**src/sv/tdf_pkg.sv**
```systemverilog
// Package for the trial-division factorizer: sequencer state type.
// No dependencies.
`timescale 1ns / 1ps

package tdf_pkg;

  // Sequencer states
  typedef enum logic [2:0] {
    ST_IDLE,    // wait for an item
    ST_START,   // classify the item: echo, sign, or factor
    ST_LOAD,    // prime the divider with the remainder
    ST_DIV,     // one quotient bit per cycle
    ST_DECIDE,  // stop, take a factor, or try the next divisor
    ST_FINAL    // emit the remaining prime
  } tdf_state_t;

endpackage

```
**src/sv/tdf_if.sv**
```systemverilog
// Valid/ready channel interfaces for the trial-division factorizer.
// Depend on nothing; width follows the value width parameter.
`timescale 1ns / 1ps

interface tdf_in_if #(parameter int VALUE_BITS = 32);
  logic                         valid;
  logic                         ready;
  logic signed [VALUE_BITS-1:0] value;

  modport source (output valid, output value, input ready);
  modport sink   (input valid, input value, output ready);
endinterface

interface tdf_out_if #(parameter int VALUE_BITS = 32);
  logic                         valid;
  logic                         ready;
  logic signed [VALUE_BITS-1:0] factor;
  logic                         last;

  modport source (output valid, output factor, output last, input ready);
  modport sink   (input valid, input factor, input last, output ready);
endinterface

```
**src/sv/trial_division_factorizer.sv**
```systemverilog
// Trial-division prime factorizer: one shared restoring divider under a sequencer.
// Each trial divisor takes a load, VALUE_BITS divide steps and a decide step,
// and operand.ready is high only between items.
// Results leave through an output register; synchronous active-high rst clears
// the sequencer, the remainder, the divisor and the output valid. Depends on tdf_pkg and tdf_if.
`timescale 1ns / 1ps

module trial_division_factorizer
  import tdf_pkg::*;
#(
  parameter int VALUE_BITS = 32
) (
  input  logic      clk,
  input  logic      rst,
  tdf_in_if.sink    operand,
  tdf_out_if.source result
);

  localparam int CW = $clog2(VALUE_BITS);
  localparam logic [VALUE_BITS-1:0] ZERO = '0;
  localparam logic [VALUE_BITS-1:0] ONE  = VALUE_BITS'(1);
  localparam logic [VALUE_BITS-1:0] TWO  = VALUE_BITS'(2);

  tdf_state_t state, state_next;

  logic [VALUE_BITS-1:0] remainder;
  logic [VALUE_BITS-1:0] trial_divisor;
  logic [VALUE_BITS-1:0] quo;
  logic [VALUE_BITS-1:0] part;
  logic [CW-1:0]         cnt;

  logic                  res_valid;
  logic [VALUE_BITS-1:0] res_factor;
  logic                  res_last;

  logic                  slot_free;
  logic                  is_small;
  logic                  is_neg;
  logic [VALUE_BITS-1:0] mag;
  logic [VALUE_BITS:0]   shifted;
  logic [VALUE_BITS:0]   diff;
  logic                  fits;
  logic [VALUE_BITS-1:0] part_step;
  logic                  stop;
  logic                  exact;

  logic                  emit;
  logic [VALUE_BITS-1:0] emit_factor;
  logic                  emit_last;

  // Classify the held item and form one divider step
  always_comb begin
    slot_free = !res_valid || result.ready;
    is_small  = (remainder[VALUE_BITS-1:1] == ZERO[VALUE_BITS-1:1]);
    is_neg    = remainder[VALUE_BITS-1];
    mag       = ~remainder + ONE;
    shifted   = {part, quo[VALUE_BITS-1]};
    diff      = shifted - {1'b0, trial_divisor};
    fits      = !diff[VALUE_BITS];
    part_step = fits ? diff[VALUE_BITS-1:0] : shifted[VALUE_BITS-1:0];
    stop      = (trial_divisor > quo);
    exact     = (part == ZERO);
  end

  // Next state
  always_comb begin
    state_next = state;
    case (state)
      ST_IDLE: begin
        if (operand.valid) state_next = ST_START;
      end
      ST_START: begin
        if (is_small) begin
          if (slot_free) state_next = ST_IDLE;
        end else if (is_neg) begin
          if (slot_free) state_next = (mag == ONE) ? ST_IDLE : ST_LOAD;
        end else begin
          state_next = ST_LOAD;
        end
      end
      ST_LOAD: state_next = ST_DIV;
      ST_DIV: begin
        if (cnt == '0) state_next = ST_DECIDE;
      end
      ST_DECIDE: begin
        if (stop) state_next = ST_FINAL;
        else if (!exact || slot_free) state_next = ST_LOAD;
      end
      ST_FINAL: begin
        if (slot_free) state_next = ST_IDLE;
      end
      default: state_next = ST_IDLE;
    endcase
  end

  // Handshake and result selection
  always_comb begin
    operand.ready = (state == ST_IDLE);
    emit          = 1'b0;
    emit_factor   = remainder;
    emit_last     = 1'b1;
    case (state)
      ST_START: begin
        emit        = slot_free && (is_small || is_neg);
        emit_factor = is_small ? remainder : '1;
        emit_last   = is_small || (mag == ONE);
      end
      ST_DECIDE: begin
        emit        = slot_free && !stop && exact;
        emit_factor = trial_divisor;
        emit_last   = 1'b0;
      end
      ST_FINAL: begin
        emit        = slot_free;
        emit_factor = remainder;
        emit_last   = 1'b1;
      end
      default: begin
        emit = 1'b0;
      end
    endcase
  end

  // Sequencer state and output valid
  always_ff @(posedge clk) begin
    if (rst) begin
      state     <= ST_IDLE;
      res_valid <= 1'b0;
    end else begin
      state <= state_next;
      if (emit) res_valid <= 1'b1;
      else if (result.ready) res_valid <= 1'b0;
    end
  end

  // Datapath: remainder, divisor and the shared divider
  always_ff @(posedge clk) begin
    if (rst) begin
      remainder     <= '0;
      trial_divisor <= '0;
    end else begin
      case (state)
        ST_IDLE: begin
          if (operand.valid) remainder <= operand.value;
        end
        ST_START: begin
          trial_divisor <= TWO;
          if (is_neg && slot_free) remainder <= mag;
        end
        ST_LOAD: begin
          quo  <= remainder;
          part <= '0;
          cnt  <= CW'(VALUE_BITS - 1);
        end
        ST_DIV: begin
          quo  <= {quo[VALUE_BITS-2:0], fits};
          part <= part_step;
          cnt  <= cnt - 1'b1;
        end
        ST_DECIDE: begin
          if (!stop) begin
            if (!exact) trial_divisor <= trial_divisor + ONE;
            else if (slot_free) remainder <= quo;
          end
        end
        default: begin
          remainder <= remainder;
        end
      endcase
    end
    // Load the output register when the slot is free
    if (emit) begin
      res_factor <= emit_factor;
      res_last   <= emit_last;
    end
  end

  assign result.valid  = res_valid;
  assign result.factor = res_factor;
  assign result.last   = res_last;

endmodule

```
**src/flat_wrapper.sv**
```systemverilog
// flat-port wrapper written by rule: the top's interface ports become plain ports
module trial_division_factorizer_flat import tdf_pkg::*;
#(
  parameter int VALUE_BITS = 32
)
  (clk, rst, operand_valid, operand_value, operand_ready, result_valid, result_factor, result_last, result_ready);
  tdf_in_if #(.VALUE_BITS(VALUE_BITS)) operand_i ();
  tdf_out_if #(.VALUE_BITS(VALUE_BITS)) result_i ();
  input  logic clk;
  input  logic rst;
  input wire logic [$bits(operand_i.valid)-1:0] operand_valid;
  input wire logic [$bits(operand_i.value)-1:0] operand_value;
  output wire logic [$bits(operand_i.ready)-1:0] operand_ready;
  output wire logic [$bits(result_i.valid)-1:0] result_valid;
  output wire logic [$bits(result_i.factor)-1:0] result_factor;
  output wire logic [$bits(result_i.last)-1:0] result_last;
  input wire logic [$bits(result_i.ready)-1:0] result_ready;
  assign operand_i.valid = operand_valid;
  assign operand_i.value = operand_value;
  assign operand_ready = operand_i.ready;
  assign result_valid = result_i.valid;
  assign result_factor = result_i.factor;
  assign result_last = result_i.last;
  assign result_i.ready = result_ready;
  trial_division_factorizer #(.VALUE_BITS(VALUE_BITS)) u_core (.clk(clk), .rst(rst), .operand(operand_i), .result(result_i));
endmodule
```
**config.mk**
```make
export PLATFORM = sky130hd
export DESIGN_NAME = trial_division_factorizer_flat
export DESIGN_NICKNAME = d
export VERILOG_FILES = /design/src/sv/tdf_pkg.sv /design/src/sv/tdf_if.sv /design/src/sv/trial_division_factorizer.sv /design/src/flat_wrapper.sv
export SDC_FILE = /design/constraint.sdc
export NUM_CORES = 1
export LEC_CHECK = 0
export BUFFER_PORTS_ARGS = -buffer_cell sky130_fd_sc_hd__buf_2
export CELL_PAD_IN_SITES_DETAIL_PLACEMENT = 0
export CELL_PAD_IN_SITES_GLOBAL_PLACEMENT = 1
export CORE_UTILIZATION = 40
export CTS_CLUSTER_SIZE = 10
export DETAILED_ROUTE_END_ITERATION = 10
export PLACE_DENSITY = 0.68
export SYNTH_ARGS = -nofsm -noshare
export SYNTH_HDL_FRONTEND = slang
export SYNTH_SLANG_ARGS = --single-unit
```
**constraint.sdc**
```tcl
create_clock -name clk -period 6.13 [get_ports clk]
set_input_delay 0.9195 -clock clk [delete_from_list [all_inputs] [get_ports clk]]
set_output_delay 0.9195 -clock clk [all_outputs]
set_load 0.05 [all_outputs]
```
==> run metrics <==
most frequent CP cell inv_1; layout net count around 1400; non-filler cells in the finished layout around 1700; Lkg Pwr 4.68 nW; largest net degree at the start of global routing 94; Mean Syn Cell Area ~8.6 um2; Reg-to-Reg Start u_core.quo[31]; post-synthesis sequential area ratio 0.390; hpwl dp about 26000 um; cell with the most instances after synthesis nand2_1; register clock-pin slew on the reported worst setup and hold paths 0.07 ns; Critical Path RT between 6 and 7 ns; Slew @ Worst Pin ~1.3 ns; critical path endpoint u_core.part[0]; Pwr Density about 350 nW/um2; synth unique cells approximately 80; worst skew pair latency roughly 0.45 ns; Main synth FF type edfxtp_1; Reg2Reg Depth 13; FILL cells approximately 2800; Adder-Cell Fraction of Synth Area 0.0778; register area ~4400 um2; CTS Buf Count 17; EDFF count, synth 102; RSZ-0062 raised after global routing no; DIE WIDTH between 150 and 200 um; CP endpoint kind flop; Max IR drop VDD 0.163 mV; CP bufs+invs 2; footprint of the multi-input gates ~6300 um2; area growth from synthesis to layout 10.8%; Seq cells post-synth between 150 and 200; global-route wire length before repair ~54000 um; Synth top area share 0.270; Synth Area in Simple Gates 0.196; Post-Syn Area ~11000 um2; # clock sinks 170; Worst Path Max Fanout 29; Post-CTS Hold Buffers 0; Max-slew headroom 0.162; critical-path cell with the highest stage delay nand3b_1; cell count along the critical path 13; GRT Overall Usage 0.247; worst-path cell chain inv_1 -> ha_1 -> fa_1 -> inv_1 -> a21o_1 -> a311o_1 -> o32a_1 -> o21ai_0 -> a21oi_1 -> nor3_1 -> nand3b_1 -> nand2_1 -> a31o_2; Antenna Diode Count 0; maxcap violations 0; final hold slack approximately 0.51 ns; RePlAce Congestion approximately 0.84; FMAX roughly 0.22 GHz; Final Cycle Share 0.751; share of layout cells above drive strength 1 0.109; syn_nets around 1400; TritonCTS clock tree done; CP Launch Type flop; die height about 170 um; ranking of synthesized cells by area edfxtp_1 27%, dfxtp_1 12%, ha_1 7.6%; outcome completed; worst stage delay on the critical path approximately 0.96 ns; CP top delay family simple AND/OR/NAND/NOR gates; initial antenna violation count 0; Die Area about 29000 um2; post-synth top area cell edfxtp_1; Post-Route WL 35500 um; post-CTS setup buffers 0; clock skew a little under 0.02 ns; final antenna-violating net count 0; r2r setup slk 1.52 ns; Critical Path AT approximately 4.8 ns; CORE AREA 27900 um2; placed cells 1700; most frequent cells after synthesis 131 x nand2_1, 109 x nor2_1, 107 x o21ai_0, 102 x edfxtp_1, 88 x inv_1; post-synthesis compound-gate area fraction 0.217; Synth Warn # 0; Final Hold Fails 0; vias in the first global route between 9000 and 10000; vias between 10000 and 15000; Post-Synth XOR/XNOR Area 0.0548; post-DR vias/cell just under 6; Rows 61; asr flop ratio synth 0; Cells after Synth 1325; Crit Path Class reg2reg; IO buf count 70; main combinational cell family by area after synthesis compound AO/OA/AOI/OAI gates; H-tree levels 4; Residual DRC 0; clk buf depth 2; Critical path origin u_core.quo[31]; # IOs between 70 and 80; Critical R2R Capture u_core.part[0]; clock root cell clkbuf_16; initial core utilization 0.407; Hold Crit Class reg2reg; Initial DRT Pass Iterations 5; routed len/inst roughly 20 um; global route overflow 0; Max Slew Vio Count 0; final setup TNS 0 ns; DRT iter0 DRCs between 800 and 900; minimum clock period ~4.6 ns; setup violators final 0; CTS resizes 0; mux cell area share after synthesis 0.00287
layer usage:
layer | track usage | routed length [um] | vias to the layer above
met1 | 0.359 | 17400 | 4837
met3 | 0.0316 | 1690 | 14
met4 | 0.0470 | 310 | 0
li1 | - | - | 4896
met5 | 0 | 0 | -
met2 | 0.392 | 16000 | 260
flip-flops by register name (all words and copies together), names as in the netlist:
name	count
u_core.cnt	5
u_core.part	32
u_core.quo	32
u_core.remainder	32
u_core.result.factor	32
u_core.result.last	1
u_core.result.valid	1
u_core.state	3
u_core.trial_divisor	32
report_power, final:
group          total [mW]  internal [mW]  switching (mW)
Combinational        1.57          0.549            1.02
Clock                1.11          0.597           0.518
Sequential           1.69           1.44           0.255
Total                4.38           2.59            1.79
worst reg2reg max path: stages, from the launching register on:
cell      delay, ns
edfxtp_1       0.43
inv_1          0.12
ha_1           0.19
fa_1           0.22
inv_1          0.05
a21o_1         0.18
a311o_1        0.38
o32a_1         0.28
o21ai_0        0.28
a21oi_1        0.12
nor3_1         0.46
nand3b_1       0.96
nand2_1        0.33
a31o_2         0.34
metrics by stage:
step	power [mW]	cell area (um2)	util	setup WS, ns
final	4.38	12600	0.451	1.52
after global routing	4.62	12600	0.451	1.19
after CTS	4.39	12600	0.451	1.52
after detailed placement	3.28	12000	0.430	1.56
after global placement	3.28	12000	0.430	1.71
after floorplan	2.83	11300	-	1.41
worst min-delay path by stage:
stage	cells after the start	end	startpoint
2_1_floorplan	2	u_core.trial_divisor[24]	u_core.trial_divisor[24]
3_3_place_gp	2	u_core.trial_divisor[19]	u_core.trial_divisor[19]
3_5_place_dp	2	u_core.trial_divisor[17]	u_core.trial_divisor[17]
4_1_cts	2	u_core.trial_divisor[17]	u_core.trial_divisor[17]
5_1_grt	2	u_core.trial_divisor[17]	u_core.trial_divisor[17]
6_report	2	u_core.trial_divisor[17]	u_core.trial_divisor[17]
layout make-up:
| class | count | area share |
|---|---|---|
| tap | 378 | 0.0376 |
| multi-input combinational | 977 | 0.499 |
| timing repair buffer | 87 | 0.0380 |
| sequential | 170 | 0.352 |
| clock buffer | 20 | 0.0364 |
| clock inverter | 12 | 0.0102 |
| inverter | 88 | 0.0263 |
layout by cell type, fill, tap and decap left out, types with 4 or more instances in the layout:
master,netlist,routed
a21oi_1,86,86
nor4_1,23,23
o21a_1,10,10
ha_1,69,69
buf_4,3,17
clkbuf_16,0,18
nand2_1,131,129
a221oi_1,18,18
a311oi_1,12,12
a32o_1,4,4
inv_1,88,88
o21ai_0,107,107
nor2b_1,10,10
nand4_1,15,15
a31oi_1,8,8
edfxtp_1,102,102
o211ai_1,34,34
a211oi_1,26,25
a31o_2,4,4
a22oi_1,16,16
nand2b_1,10,10
xnor2_1,48,48
xor2_1,23,23
nand3_1,38,38
dfxtp_1,68,68
a21o_1,21,21
and3_1,11,11
buf_2,5,70
nor2_1,109,106
o31ai_1,5,5
or3_1,26,26
inv_6,0,4
nor3_1,44,43
or4_1,5,5
cells by family after synthesis:
logic type                 count (synthesis)
xor gates and xnor gates                  71
AOI/OAI and AO/OA                        382
adders and majority gates                 70
buffers and inverters                    178
DFF                                      170
and+or+nand+nor                          451
muxes                                      3
(Power assumes the default switching activity.)
